<file path="config.mk">
export PLATFORM = sky130hd
export DESIGN_NAME = sample_gap_filler
export DESIGN_NICKNAME = d
export VERILOG_FILES = /design/src/sgf_pkg.sv /design/src/sgf_front.sv /design/src/sgf_fifo.sv /design/src/sgf_div.sv /design/src/sgf_back.sv /design/src/sample_gap_filler.sv
export SDC_FILE = /design/constraint.sdc
export NUM_CORES = 1
export LEC_CHECK = 0
export ABC_AREA = 0
export BUFFER_PORTS_ARGS = -buffer_cell sky130_fd_sc_hd__buf_2
export CELL_PAD_IN_SITES_DETAIL_PLACEMENT = 2
export CELL_PAD_IN_SITES_GLOBAL_PLACEMENT = 2
export CORE_MARGIN = 2
export CORE_UTILIZATION = 40
export DETAILED_ROUTE_END_ITERATION = 8
export PLACE_DENSITY_LB_ADDON = 0.05
export SLEW_MARGIN = 40
export SYNTH_ARGS = -nofsm -noshare
export SYNTH_HDL_FRONTEND = slang
export SYNTH_SLANG_ARGS = --single-unit
</file>
<file path="constraint.sdc">
create_clock -name clk_i -period 4.5 [get_ports clk_i]
set_input_delay 0.9 -clock clk_i [delete_from_list [all_inputs] [get_ports clk_i]]
set_output_delay 0.9 -clock clk_i [all_outputs]
set_load 0.01 [all_outputs]
</file>
<file path="src/sgf_pkg.sv">
// ----------------------------------------------------------------------------
// sgf_pkg: shared types and constants of the sample gap filler
// Holds the command passed from the front to the back, the result status
// codes and the fill mode codes.
// ----------------------------------------------------------------------------
package sgf_pkg;

  localparam int VALUE_W    = 32;
  localparam int GAP_W      = 6;
  localparam int MAX_GAP    = 63;
  localparam int TOTAL_W    = 16;
  localparam int MODE_W     = 2;
  localparam int K_W        = GAP_W + 1;
  localparam int DIVIDEND_W = VALUE_W + GAP_W;
  localparam int DIVISOR_W  = GAP_W + 1;
  localparam int DIV_STEPS  = DIVIDEND_W;
  localparam int DIV_CNT_W  = $clog2(DIV_STEPS);
  localparam int FIFO_DEPTH = 4;
  localparam int PTR_W      = $clog2(FIFO_DEPTH);
  localparam int LEVEL_W    = PTR_W + 1;

  localparam logic [MODE_W-1:0] MODE_LINEAR = 2'd0;
  localparam logic [MODE_W-1:0] MODE_FWD    = 2'd1;
  localparam logic [MODE_W-1:0] MODE_BWD    = 2'd2;

  typedef enum logic [1:0] {
    ST_ORIG     = 2'd0,
    ST_FILLED   = 2'd1,
    ST_MISSING  = 2'd2,
    ST_OVERFLOW = 2'd3
  } status_e;

  // what the back does with the held gap and the closing result
  typedef enum logic [1:0] {
    CMD_PRESENT  = 2'd0,
    CMD_FWD      = 2'd1,
    CMD_END_MISS = 2'd2,
    CMD_OVF      = 2'd3
  } cmd_kind_e;

  typedef struct packed {
    cmd_kind_e          kind;
    logic [MODE_W-1:0]  mode;
    logic [GAP_W-1:0]   gap;
    logic [VALUE_W-1:0] prev;
    logic               have_prev;
    logic [VALUE_W-1:0] next;
    logic               last;
  } cmd_t;

endpackage

</file>
<file path="src/sgf_front.sv">
// ----------------------------------------------------------------------------
// sgf_front: input side of the sample gap filler
// Accepts samples, tracks the held gap and the last present value, and
// turns each sample into a command for the back, or holds it in the gap.
// ----------------------------------------------------------------------------
module sgf_front (
  input  logic                         clk_i,
  input  logic                         rst_ni,
  input  logic                         cfg_valid_i,
  input  logic [sgf_pkg::MODE_W-1:0]   cfg_data_i,
  input  logic                         in_valid_i,
  output logic                         in_ready_o,
  input  logic [sgf_pkg::VALUE_W-1:0]  in_value_i,
  input  logic                         in_present_i,
  input  logic                         in_end_i,
  input  logic                         full_i,
  output logic                         push_o,
  output sgf_pkg::cmd_t                cmd_o
);
  import sgf_pkg::*;

  logic [MODE_W-1:0]  fill_mode_q;
  logic [VALUE_W-1:0] last_val_q, last_val_d;
  logic               have_prev_q, have_prev_d;
  logic [GAP_W-1:0]   pend_q, pend_d;
  logic               ovf_q, ovf_d;
  logic [MODE_W-1:0]  mode;
  logic               accept;

  assign in_ready_o = !full_i;
  assign accept     = in_valid_i && !full_i;

  // the unused mode code behaves as linear
  assign mode = (fill_mode_q == MODE_FWD || fill_mode_q == MODE_BWD) ? fill_mode_q
                                                                      : MODE_LINEAR;

  always_comb begin
    cmd_o.kind      = CMD_PRESENT;
    cmd_o.mode      = mode;
    cmd_o.gap       = pend_q;
    cmd_o.prev      = last_val_q;
    cmd_o.have_prev = have_prev_q;
    cmd_o.next      = in_value_i;
    cmd_o.last      = in_end_i;
    push_o          = 1'b0;
    last_val_d      = last_val_q;
    have_prev_d     = have_prev_q;
    pend_d          = pend_q;
    ovf_d           = ovf_q;
    if (accept) begin
      if (in_present_i) begin
        push_o      = 1'b1;
        last_val_d  = in_value_i;
        have_prev_d = 1'b1;
        ovf_d       = 1'b0;
        pend_d      = '0;
      end else if (ovf_q) begin
        push_o     = 1'b1;
        cmd_o.kind = CMD_OVF;
        cmd_o.gap  = '0;
      end else if (mode == MODE_FWD) begin
        push_o     = 1'b1;
        cmd_o.kind = CMD_FWD;
        pend_d     = '0;
      end else if (in_end_i) begin
        push_o     = 1'b1;
        cmd_o.kind = CMD_END_MISS;
        pend_d     = '0;
      end else if (pend_q < GAP_W'(MAX_GAP)) begin
        pend_d = pend_q + GAP_W'(1);
      end else begin
        // gap too long: the held samples and this one all overflow
        push_o     = 1'b1;
        cmd_o.kind = CMD_OVF;
        pend_d     = '0;
        ovf_d      = 1'b1;
      end
      if (in_end_i) begin
        last_val_d  = '0;
        have_prev_d = 1'b0;
        pend_d      = '0;
        ovf_d       = 1'b0;
      end
    end
  end

  always_ff @(posedge clk_i or negedge rst_ni) begin
    if (!rst_ni) begin
      fill_mode_q <= MODE_LINEAR;
      last_val_q  <= '0;
      have_prev_q <= 1'b0;
      pend_q      <= '0;
      ovf_q       <= 1'b0;
    end else begin
      if (cfg_valid_i) begin
        fill_mode_q <= cfg_data_i;
      end
      last_val_q  <= last_val_d;
      have_prev_q <= have_prev_d;
      pend_q      <= pend_d;
      ovf_q       <= ovf_d;
    end
  end

endmodule

</file>
<file path="src/sgf_fifo.sv">
// ----------------------------------------------------------------------------
// sgf_fifo: short command queue between front and back
// A few entries deep, first word fall through.
// ----------------------------------------------------------------------------
module sgf_fifo (
  input  logic          clk_i,
  input  logic          rst_ni,
  input  logic          push_i,
  input  sgf_pkg::cmd_t data_i,
  output logic          full_o,
  input  logic          pop_i,
  output logic          empty_o,
  output sgf_pkg::cmd_t data_o
);
  import sgf_pkg::*;

  cmd_t               mem_q [FIFO_DEPTH];
  logic [PTR_W-1:0]   wr_ptr_q;
  logic [PTR_W-1:0]   rd_ptr_q;
  logic [LEVEL_W-1:0] level_q;
  logic               do_push;
  logic               do_pop;

  assign full_o  = level_q == LEVEL_W'(FIFO_DEPTH);
  assign empty_o = level_q == '0;
  assign do_push = push_i && !full_o;
  assign do_pop  = pop_i && !empty_o;
  assign data_o  = mem_q[rd_ptr_q];

  always_ff @(posedge clk_i) begin
    if (do_push) begin
      mem_q[wr_ptr_q] <= data_i;
    end
  end

  always_ff @(posedge clk_i or negedge rst_ni) begin
    if (!rst_ni) begin
      wr_ptr_q <= '0;
      rd_ptr_q <= '0;
      level_q  <= '0;
    end else begin
      if (do_push) begin
        wr_ptr_q <= wr_ptr_q + PTR_W'(1);
      end
      if (do_pop) begin
        rd_ptr_q <= rd_ptr_q + PTR_W'(1);
      end
      if (do_push && !do_pop) begin
        level_q <= level_q + LEVEL_W'(1);
      end else if (do_pop && !do_push) begin
        level_q <= level_q - LEVEL_W'(1);
      end
    end
  end

endmodule

</file>
<file path="src/sgf_div.sv">
// ----------------------------------------------------------------------------
// sgf_div: bit-serial restoring divider
// Divides the scaled gap difference by the gap length plus one, one quotient
// bit per cycle, truncating.
// ----------------------------------------------------------------------------
module sgf_div (
  input  logic                             clk_i,
  input  logic                             rst_ni,
  input  logic                             start_i,
  input  logic [sgf_pkg::DIVIDEND_W-1:0]   dividend_i,
  input  logic [sgf_pkg::DIVISOR_W-1:0]    divisor_i,
  output logic                             done_o,
  output logic [sgf_pkg::VALUE_W-1:0]      quotient_o
);
  import sgf_pkg::*;

  logic [DIVIDEND_W-1:0] quo_q;
  logic [DIVISOR_W-1:0]  rem_q;
  logic [DIVISOR_W-1:0]  div_q;
  logic [DIV_CNT_W-1:0]  cnt_q;
  logic                  busy_q;
  logic                  done_q;
  logic [DIVISOR_W:0]    trial;
  logic                  fits;

  assign trial      = {rem_q, quo_q[DIVIDEND_W-1]};
  assign fits       = trial >= {1'b0, div_q};
  assign done_o     = done_q;
  // the gap position is below the divisor (gap length plus one), so the quotient fits the value
  assign quotient_o = quo_q[VALUE_W-1:0];

  always_ff @(posedge clk_i) begin
    if (start_i) begin
      quo_q <= dividend_i;
      rem_q <= '0;
      div_q <= divisor_i;
    end else if (busy_q) begin
      quo_q <= {quo_q[DIVIDEND_W-2:0], fits};
      rem_q <= fits ? DIVISOR_W'(trial - {1'b0, div_q}) : trial[DIVISOR_W-1:0];
    end
  end

  always_ff @(posedge clk_i or negedge rst_ni) begin
    if (!rst_ni) begin
      cnt_q  <= '0;
      busy_q <= 1'b0;
      done_q <= 1'b0;
    end else begin
      done_q <= busy_q && !start_i && (cnt_q == DIV_CNT_W'(DIV_STEPS - 1));
      if (start_i) begin
        cnt_q  <= '0;
        busy_q <= 1'b1;
      end else if (busy_q) begin
        cnt_q <= cnt_q + DIV_CNT_W'(1);
        if (cnt_q == DIV_CNT_W'(DIV_STEPS - 1)) begin
          busy_q <= 1'b0;
        end
      end
    end
  end

endmodule

</file>
<file path="src/sgf_back.sv">
// ----------------------------------------------------------------------------
// sgf_back: result side of the sample gap filler
// Pops commands, walks the held gap one sample at a time, interpolates
// through the divider in linear mode, and drives the result register.
// ----------------------------------------------------------------------------
module sgf_back (
  input  logic                          clk_i,
  input  logic                          rst_ni,
  input  logic                          empty_i,
  input  sgf_pkg::cmd_t                 cmd_i,
  output logic                          pop_o,
  output logic                          out_valid_o,
  input  logic                          out_ready_i,
  output logic [sgf_pkg::VALUE_W-1:0]   out_value_o,
  output logic [1:0]                    out_status_o,
  output logic                          out_run_last_o,
  output logic                          out_eos_o,
  output logic [sgf_pkg::TOTAL_W-1:0]   out_total_o
);
  import sgf_pkg::*;

  localparam logic [2:0] S_LOAD  = 3'd0;
  localparam logic [2:0] S_ITEM  = 3'd1;
  localparam logic [2:0] S_START = 3'd2;
  localparam logic [2:0] S_DIV   = 3'd3;
  localparam logic [2:0] S_EMIT  = 3'd4;

  logic [2:0]            state_q, state_d;
  cmd_t                  cmd_q;
  logic [K_W-1:0]        k_q;
  logic [VALUE_W-1:0]    diff_q;
  logic                  up_q;
  logic [DIVIDEND_W-1:0] prod_q;
  logic [VALUE_W-1:0]    res_value_q;
  status_e               res_status_q;
  logic                  res_final_q;
  logic [TOTAL_W-1:0]    total_q, total_d;

  logic                  out_valid_q;
  logic [VALUE_W-1:0]    out_value_q;
  status_e               out_status_q;
  logic                  out_run_last_q;
  logic                  out_eos_q;
  logic [TOTAL_W-1:0]    out_total_q;

  logic                  is_gap;
  logic                  need_div;
  status_e               item_status;
  logic [VALUE_W-1:0]    item_value;
  logic                  out_free;
  logic                  div_done;
  logic [VALUE_W-1:0]    quotient;

  assign is_gap   = k_q <= K_W'(cmd_q.gap);
  assign out_free = !out_valid_q || out_ready_i;
  assign pop_o    = (state_q == S_LOAD) && !empty_i;

  // status and value of the sample at gap position k, or of the closing one
  always_comb begin
    need_div    = 1'b0;
    item_status = ST_MISSING;
    item_value  = '0;
    case (cmd_q.kind)
      CMD_PRESENT: begin
        if (!is_gap) begin
          item_status = ST_ORIG;
          item_value  = cmd_q.next;
        end else begin
          case (cmd_q.mode)
            MODE_FWD: begin
              if (cmd_q.have_prev) begin
                item_status = ST_FILLED;
                item_value  = cmd_q.prev;
              end
            end
            MODE_BWD: begin
              item_status = ST_FILLED;
              item_value  = cmd_q.next;
            end
            default: begin
              need_div = cmd_q.have_prev;
            end
          endcase
        end
      end
      CMD_FWD: begin
        if (cmd_q.have_prev) begin
          item_status = ST_FILLED;
          item_value  = cmd_q.prev;
        end
      end
      CMD_END_MISS: item_status = ST_MISSING;
      CMD_OVF:      item_status = ST_OVERFLOW;
      default:      item_status = ST_MISSING;
    endcase
  end

  always_comb begin
    total_d = total_q;
    if (res_status_q == ST_FILLED && total_q != '1) begin
      total_d = total_q + TOTAL_W'(1);
    end
  end

  always_comb begin
    state_d = state_q;
    case (state_q)
      S_LOAD:  if (!empty_i) state_d = S_ITEM;
      S_ITEM:  state_d = need_div ? S_START : S_EMIT;
      S_START: state_d = S_DIV;
      S_DIV:   if (div_done) state_d = S_EMIT;
      S_EMIT:  if (out_free) state_d = res_final_q ? S_LOAD : S_ITEM;
      default: state_d = S_LOAD;
    endcase
  end

  sgf_div u_div (
    .clk_i      (clk_i),
    .rst_ni     (rst_ni),
    .start_i    (state_q == S_START),
    .dividend_i (prod_q),
    .divisor_i  (DIVISOR_W'(cmd_q.gap) + DIVISOR_W'(1)),
    .done_o     (div_done),
    .quotient_o (quotient)
  );

  always_ff @(posedge clk_i) begin
    if (pop_o) begin
      cmd_q  <= cmd_i;
      up_q   <= cmd_i.next >= cmd_i.prev;
      diff_q <= (cmd_i.next >= cmd_i.prev) ? cmd_i.next - cmd_i.prev
                                           : cmd_i.prev - cmd_i.next;
    end
    if (state_q == S_ITEM) begin
      prod_q       <= DIVIDEND_W'(diff_q) * DIVIDEND_W'(k_q[GAP_W-1:0]);
      res_value_q  <= item_value;
      res_status_q <= item_status;
      res_final_q  <= !is_gap;
    end
    if (state_q == S_DIV && div_done) begin
      res_value_q  <= up_q ? cmd_q.prev + quotient : cmd_q.prev - quotient;
      res_status_q <= ST_FILLED;
    end
    if (state_q == S_EMIT && out_free) begin
      out_value_q    <= res_value_q;
      out_status_q   <= res_status_q;
      out_run_last_q <= res_final_q;
      out_eos_q      <= res_final_q && cmd_q.last;
      out_total_q    <= total_d;
    end
  end

  always_ff @(posedge clk_i or negedge rst_ni) begin
    if (!rst_ni) begin
      state_q     <= S_LOAD;
      k_q         <= '0;
      total_q     <= '0;
      out_valid_q <= 1'b0;
    end else begin
      state_q <= state_d;
      if (pop_o) begin
        k_q <= K_W'(1);
      end
      if (state_q == S_EMIT && out_free) begin
        out_valid_q <= 1'b1;
        // the fill count starts over after the closing result of a series
        total_q     <= (res_final_q && cmd_q.last) ? '0 : total_d;
        k_q         <= k_q + K_W'(1);
      end else if (out_ready_i) begin
        out_valid_q <= 1'b0;
      end
    end
  end

  assign out_valid_o    = out_valid_q;
  assign out_value_o    = out_value_q;
  assign out_status_o   = out_status_q;
  assign out_run_last_o = out_run_last_q;
  assign out_eos_o      = out_eos_q;
  assign out_total_o    = out_total_q;

endmodule

</file>
<file path="src/sample_gap_filler.sv">
// Path: a present sample with no held gap goes through the command queue and the
// back's load, item and emit states; a direct fill result via item and emit,
// a linear one also via the multiply and the bit-serial divider (38 steps).
// Throughput: one item a cycle into the 4-entry command queue unless full.
// Reset: asynchronous, active low; clears state, fill mode back to linear.
// ----------------------------------------------------------------------------
// sample_gap_filler: fills missing samples in a Q16.16 series
// Linear, forward or backward fill of gaps held as a count, with gap
// overflow flagging and a running fill count per series.
// ----------------------------------------------------------------------------
module sample_gap_filler (
  input  logic        clk_i,
  input  logic        rst_ni,
  input  logic        cfg_valid_i,
  output logic        cfg_ready_o,
  input  logic [1:0]  cfg_data_i,     // fill_mode
  input  logic        s_axis_tvalid,
  output logic        s_axis_tready,
  input  logic [31:0] s_axis_tdata,   // [31:0] sample_value
  input  logic        s_axis_tuser,   // [0] present
  input  logic        s_axis_tlast,   // series_end
  output logic        m_axis_tvalid,
  input  logic        m_axis_tready,
  output logic [47:0] m_axis_tdata,   // [31:0] out_value, [47:32] filled_total
  output logic [2:0]  m_axis_tuser,   // [1:0] status, [2] run_last
  output logic        m_axis_tlast    // end_of_series
);
  import sgf_pkg::*;

  logic               push;
  logic               full;
  logic               pop;
  logic               empty;
  cmd_t               cmd_in;
  cmd_t               cmd_out;
  logic [VALUE_W-1:0] out_value;
  logic [1:0]         out_status;
  logic               out_run_last;
  logic [TOTAL_W-1:0] out_total;

  assign cfg_ready_o = 1'b1;

  sgf_front u_front (
    .clk_i        (clk_i),
    .rst_ni       (rst_ni),
    .cfg_valid_i  (cfg_valid_i),
    .cfg_data_i   (cfg_data_i),
    .in_valid_i   (s_axis_tvalid),
    .in_ready_o   (s_axis_tready),
    .in_value_i   (s_axis_tdata),
    .in_present_i (s_axis_tuser),
    .in_end_i     (s_axis_tlast),
    .full_i       (full),
    .push_o       (push),
    .cmd_o        (cmd_in)
  );

  sgf_fifo u_fifo (
    .clk_i   (clk_i),
    .rst_ni  (rst_ni),
    .push_i  (push),
    .data_i  (cmd_in),
    .full_o  (full),
    .pop_i   (pop),
    .empty_o (empty),
    .data_o  (cmd_out)
  );

  sgf_back u_back (
    .clk_i          (clk_i),
    .rst_ni         (rst_ni),
    .empty_i        (empty),
    .cmd_i          (cmd_out),
    .pop_o          (pop),
    .out_valid_o    (m_axis_tvalid),
    .out_ready_i    (m_axis_tready),
    .out_value_o    (out_value),
    .out_status_o   (out_status),
    .out_run_last_o (out_run_last),
    .out_eos_o      (m_axis_tlast),
    .out_total_o    (out_total)
  );

  assign m_axis_tdata = {out_total, out_value};
  assign m_axis_tuser = {out_run_last, out_status};

endmodule
</file>
## Word level (Yosys, flattened, before mapping)

Memories as Yosys holds them, arrays and structs flattened.
Index checks and enable logic that the tools add are counted.

| storage, ports and cells | value |
|---|---|
| register bits | 370 |
| RAM bits | 304 |
| input bits | 41 |
| output and inout port bits | 55 |
| logic and storage cells | 178 |
| memories kept | 1 |

Memories:

| memory | words | width | rd ports | clocked after memory_dff | write ports | RTL line | text |
|---|---|---|---|---|---|---|---|
| u_fifo.mem_q | 4 | 76 | 1 | 0 | 1 | sgf_fifo.sv:17 | `cmd_t mem_q [FIFO_DEPTH];` |

| operators by class | value |
|---|---|
| $add $sub $neg | 14 |
| multiply operators | 1 |
| magnitude comparators | 4 |
| equality and inequality tests | 20 |
| multiplexer cells | 68 |
| reductions and logical operators | 34 |

Operators with widths:

| cell | count |
|---|---|
| 32-bit two-way mux | 8 |
| 32-bit case mux with 2 select lines | 2 |
| 32-bit subtractor | 3 |
| 38-bit two-way mux | 2 |
| 6-bit two-way mux | 10 |
| 32-bit by 6-bit multiplier with 38-bit output | 1 |
| 32-bit adder | 1 |
| 32-bit >= comparator | 1 |
| 16-bit two-way mux | 2 |
| 1-bit two-way mux | 23 |
| 7-bit two-way mux | 3 |
| 2-bit two-way mux | 9 |
| 3-bit two-way mux | 6 |
| 16-bit by 1-bit adder with 16-bit output (second input constant) | 1 |
| 16-bit != test (second input constant) | 1 |
| 3-bit case mux with 5 select lines | 1 |
| 6-bit by 1-bit adder with 6-bit output (second input constant) | 2 |
| 1-bit logical AND | 12 |
| 2-bit nonzero test | 6 |
| 2-bit by 1-bit == test with 1-bit output (second input constant) | 5 |
| 2-bit == test (second input constant) | 4 |
| 8-bit by 7-bit >= comparator with 1-bit output | 1 |
| 2-bit case mux with 4 select lines | 1 |
| 6-bit by 1-bit adder with 7-bit output (second input constant) | 1 |
| other kinds (22) | 35 |

## Logic depth before layout (Yosys ltp)

| logic depth | value |
|---|---|
| depth after elaboration | 13 |
| mapped depth | 19 |
| gate-level depth less buffers | 17 |

## Cells and area by module

A second synthesis with hierarchy kept.

| second synthesis, totals | value |
|---|---|
| cells, all modules | 3,117 |
| area total of the unflattened synthesis | 38,320.5 um^2 |

By module, submodules not included:

| module | times used | cells an instance | area each (um^2) |
|---|---|---|---|
| sgf_back | 1 | 2,180 | 21,519.4 |
| sgf_fifo | 1 | 434 | 11,395.9 |
| sgf_div | 1 | 257 | 3,230.6 |
| sgf_front | 1 | 243 | 2,155.8 |
| sample_gap_filler | 1 | 3 | 18.8 |

## Worst setup path before layout

Ideal clock, no wire load.

| path | value |
|---|---|
| path kind | flip-flop to flip-flop |
| start | register u_back.k_q[3] |
| end | register u_back.prod_q[37], data pin |
| setup time | 266 ps |
| arrival | 4,565 ps |
| data required time | 4,234 ps |
| setup slack | -331 ps |
| cell stages (with the launch flop) | 19 |
| period minus slack after synthesis | 4,831 ps |
| path through | dfrtp_1 > clkbuf_1 > clkbuf_1 > and2_1 > fa_1 > fa_1 > inv_1 > fa_1 > inv_1 > ha_1 > and3_1 > o21a_1 > o31ai_1 > a31oi_1 > a21boi_1 > or4_1 > a21oi_1 > o41ai_1 > xnor2_1 |

| on the way | value |
|---|---|
| word-level cells in the longest chain between the ends | 1 |

RTL lines:

| element | RTL line | text |
|---|---|---|
| from (decl) | sgf_back.sv:30 | `logic [K_W-1:0] k_q;` |
| from (signal assigned) | sgf_back.sv:168 | `k_q <= k_q + K_W'(1);` |
| 32-bit by 6-bit multiplier with 38-bit output | sgf_back.sv:135 | `prod_q <= DIVIDEND_W'(diff_q) * DIVIDEND_W'(k_q[GAP_W-1:0]);` |
| to (signal assigned) | sgf_back.sv:135 |  |
| to (decl) | sgf_back.sv:33 | `logic [DIVIDEND_W-1:0] prod_q;` |

No other way between the ends.
A chain may end at the register's enable or synchronous reset.

## Worst setup path after layout

| path | value |
|---|---|
| start | register u_back.k_q[4] |
| end | register u_back.prod_q[37], data pin |

The elaborated chain is that of the path after synthesis.

==> key figures <==
Floorplan
  – # IOs: 96
  – Cell Rows: 111
  – Core footprint: 91,800 sq um
  – Chip width: 308.7 microns
  – Die Ht: 308.7 microns
  – Total Die Area: 95,320 sq um
  – Initial core utilization: 40.46%

Timing
  – Final count of negative-setup-slack endpoints: 18
  – Final worst path period need: 4.838 ns
  – Final WS setup: -0.3383 ns
  – Final Hold Fails: 0
  – F_max: 206.7 MHz
  – Slew Limit Fails: 0
  – Tightest Pin Transition: 0.9058 ns
  – Max-slew headroom: 39.61%
  – Fin Clk Skew: 0.02559 ns
  – Setup TNS: -2.353 ns
  – RSZ-0062 raised after global routing: yes
  – Final period util: 107.5%

Clocking
  – Sink Count: 674
  – Num CTS Buffers: 79
  – Clk_lat worst skew: 0.67 ns
  – Hold-fix buffers at CTS: 0
  – CTS tree: yes
  – Clk root buf: clkbuf_16
  – Htree depth: 3
  – Max Buffers Root-to-Sink: 3
  – Reg clk slew, reported paths: 0.06 ns

Synthesis
  – Mean Syn Cell Area: 12.44 sq um
  – Post-Syn Nets: 3,319
  – Mapped Area: 37,150 sq um
  – Register bit total from synthesis: 674
  – Ys flop type: edfxtp_1
  – Post-synthesis sequential area ratio: 53.11%
  – Post-synth EDFFs: 581
  – Unique masters post-synth: 81
  – Post-synthesis async set-or-reset flop share: 12.46%
  – Yosys warns: 0
  – Syn Inst Count: 2,985

Setup path
  – Most used cell along the critical path: fa_1
  – Largest stage delay, worst path: 0.57 ns
  – CP Data Arrival Time: 5.23 ns
  – Worst reg-to-reg path cell count: 18
  – Reg2reg start: u_back.k_q[4]$_DFFE_PN0P_
  – WP buf/inv: 4
  – Stages on the worst setup path: 18
  – Worst Setup SP: u_back.k_q[4]$_DFFE_PN0P_
  – CP max-delay cell: fa_1
  – CP Data Required Time: 4.89 ns
  – Worst Setup Start Kind: flop
  – Crit-path cells: buf_4 > buf_4 > and2_1 > fa_1 > fa_1 > inv_1 > fa_1 > inv_2 > ha_4 > a21o_1 > a21oi_2 > or2_2 > a21boi_2 > nor4_2 > o21a_2 > a21oi_4 > o41ai_2 > xnor2_1
  – CP max FO: 12
  – Crit. End Element: flop
  – WS Path Type: flop to flop
  – Top delay family on crit path: adder cells

Finish
  – Fill cells: 8,854
  – Final instance area: 46,430 sq um
  – Area growth syn-to-layout: 25.00%
  – Share of layout cells above drive strength 1: 29.04%
  – FF/Latch Area: 19,740 sq um
  – Final #Nets: 3,846
  – Multi-input gate area: 17,100 sq um

Detailed routing
  – DR vias: 25.93k
  – Drt first pass iters: 5
  – Starting DRT DRC Count: 1,669
  – Routed WL per cell: 26.21 microns
  – DR vias/cell: 5.381
  – DRC: 0
  – DRT Wirelength: 126,300 microns
  – Post-route ant nets: 0

Min path
  – Hold WC Path Type: input pin to asynchronous set/reset pin

Global routing
  – First-pass GRT wire length: 187,900 microns
  – Initial antenna violation count: 9
  – Global route total overflow: 0
  – Largest net degree at the start of global routing: 90
  – Total track usage: 26.50%
  – Number of global-route vias before repair: 29.09k

Run
  – Max Cap Viol: 0

Placed design
  – Hpwl dp: 94,930 microns
  – Placed Area: 42,070 sq um
  – PortBufs: 94
  – Routability cong.: 0.8951

Outcome
  – Failing checks: setup timing
  – Outcome: finished, violations left
-- cells in the final DEF (no fill, tap or decap), types with 32 or more instances in the layout --
cell | synthesis | routed
ha_1 | 167 | 140
a21o_1 | 70 | 70
nand2_1 | 185 | 179
a21oi_1 | 163 | 125
mux2_2 | 36 | 35
nand3_1 | 47 | 43
and2_1 | 209 | 194
fa_1 | 126 | 121
edfxtp_1 | 581 | 581
mux4_2 | 76 | 76
nor2_1 | 115 | 102
buf_2 | 19 | 93
dfrtp_1 | 84 | 77
clkbuf_16 | 0 | 80
buf_6 | 0 | 35
xor2_1 | 72 | 65
o21ai_0 | 153 | 137
xnor2_1 | 76 | 67
buf_4 | 4 | 423
inv_1 | 291 | 277
a21oi_2 | 0 | 35
a221oi_1 | 38 | 32
-- flip-flops by register name (all words and copies together), names as in the netlist, 32 cells and up --
signal	cells
u_back.cmd_q	76
u_back.res_value_q	32
u_front.last_val_q	32
u_back.u_div.quo_q	38
u_back.out_value_o	32
u_fifo.mem_q	304
u_back.diff_q	32
u_back.prod_q	38
-- worst reg2reg max path, cell delays in order, from the launching register on --
cell and delay (ns):
dfrtp_2 0.42, buf_4 0.17, buf_4 0.19, and2_1 0.17, fa_1 0.49, fa_1 0.50, inv_1 0.06, fa_1 0.57
inv_2 0.07, ha_4 0.27, a21o_1 0.18, a21oi_2 0.25, or2_2 0.20, a21boi_2 0.07, nor4_2 0.27, o21a_2 0.24
a21oi_4 0.08, o41ai_2 0.24, xnor2_1 0.12
-- per-stage QoR --
stage          setup WS (ns)  std cells  util [%]  hold WS [ns]
2_1_floorplan        -0.1055       2985         -        0.4003
3_5_place_dp         -0.5369       4607     45.83        0.4084
5_1_grt              -0.4455       4817     50.58        0.1955
3_3_place_gp         -0.4416       4607     45.83        0.4023
6_report             -0.3383       4818     50.58        0.2087
4_1_cts              -0.2432       4776     49.38        0.1897
-- cell usage after synthesis (all sizes together), types with 4 or more instances --
| master | instances | area (sq um) |
|---|---|---|
| o41ai | 4 | 53.81 |
| nor2b | 27 | 168.9 |
| o21bai | 12 | 90.09 |
| edfxtp | 581 | 17450 |
| mux2 | 36 | 405.4 |
| clkbuf | 93 | 349.1 |
| inv | 291 | 1092 |
| o21ai | 156 | 780.7 |
| o21a | 22 | 165.2 |
| nor4 | 7 | 58.81 |
| or4 | 5 | 41.29 |
| ha | 167 | 2090 |
| mux4 | 76 | 1712 |
| a21boi | 8 | 60.05 |
| xor2 | 72 | 630.6 |
| nand4 | 27 | 168.9 |
| a21o | 70 | 525.5 |
| dfxtp | 9 | 180.2 |
| mux2i | 18 | 180.2 |
| nand2 | 186 | 700.7 |
| a221oi | 40 | 362.9 |
| a221o | 4 | 40.04 |
| nor3b | 8 | 65.06 |
| and3 | 20 | 125.1 |
| or3 | 7 | 48.80 |
| nor2 | 115 | 431.7 |
| a22oi | 4 | 30.03 |
| a22o | 6 | 52.55 |
| a21oi | 163 | 815.8 |
| and2 | 210 | 1314 |
| dfrtp | 84 | 2102 |
| or2 | 7 | 43.80 |
| o211ai | 12 | 90.09 |
| o31ai | 13 | 97.59 |
| a211oi | 19 | 142.6 |
| nand3 | 47 | 235.2 |
| nor3 | 29 | 161.4 |
| a31oi | 26 | 168.9 |
| buf | 33 | 162.7 |
| nand2b | 20 | 125.1 |
| xnor2 | 77 | 681.9 |
| o31a | 5 | 43.79 |
| fa | 126 | 2522 |
| and4 | 7 | 61.31 |
-- layer usage --
layer  GRT usage [%]  routed length, microns  share of wire (%)
met4           6.478                    2787                2.2
met5               0                       0                  0
met1           35.92                   56610                 45
met2           45.70                   63260                 50
met3           2.768                    3612                2.9
-- what timing repair did --
| item | CTS | global route |
|---|---|---|
| gates resized for setup | 136 | 153 |
| gates cloned | 0 | 1 |
| endpoints found under the setup margin | 41 | 45 |
| pin swaps | 93 | 77 |
| buffers inserted | 35 | 44 |
-- layout make-up --
type	count	area share, %
flip-flops and latches	674	42.52
multi-input cells	1894	36.82
repair buffers	572	9.595
clock buffers	105	4.662
well taps	1243	3.349
inverters	291	2.358
clock inverters	38	0.6952
diodes	1	0.005389
-- cell families after synthesis --
logic type / synth area share [%]
compound gates: 10.14
fa+ha+maj: 12.42
other cells: 0.01010
simple gates: 10.29
flops: 53.11
xor+xnor: 3.533
mux: 6.184
buf+inv: 4.318
-- final timing paths --
kind	to	slack, ns
worst max-delay path	u_back.prod_q[37]$_DFFE_PN_	-0.34
worst min-delay path	u_back.u_div.busy_q$_DFF_PN0_	0.21
worst max register to register	u_back.prod_q[37]$_DFFE_PN_	-0.34
worst min register to register	u_back.out_value_o[25]$_DFFE_PP_	0.42
max in group asynchronous	u_front.last_val_q[23]$_DFFE_PN0P_	3.43
min in group clk_i	u_back.out_value_o[25]$_DFFE_PP_	0.42
Power is not shown: default switching activity piles up to over one toggle a cycle in this logic, so the estimate is an artifact.
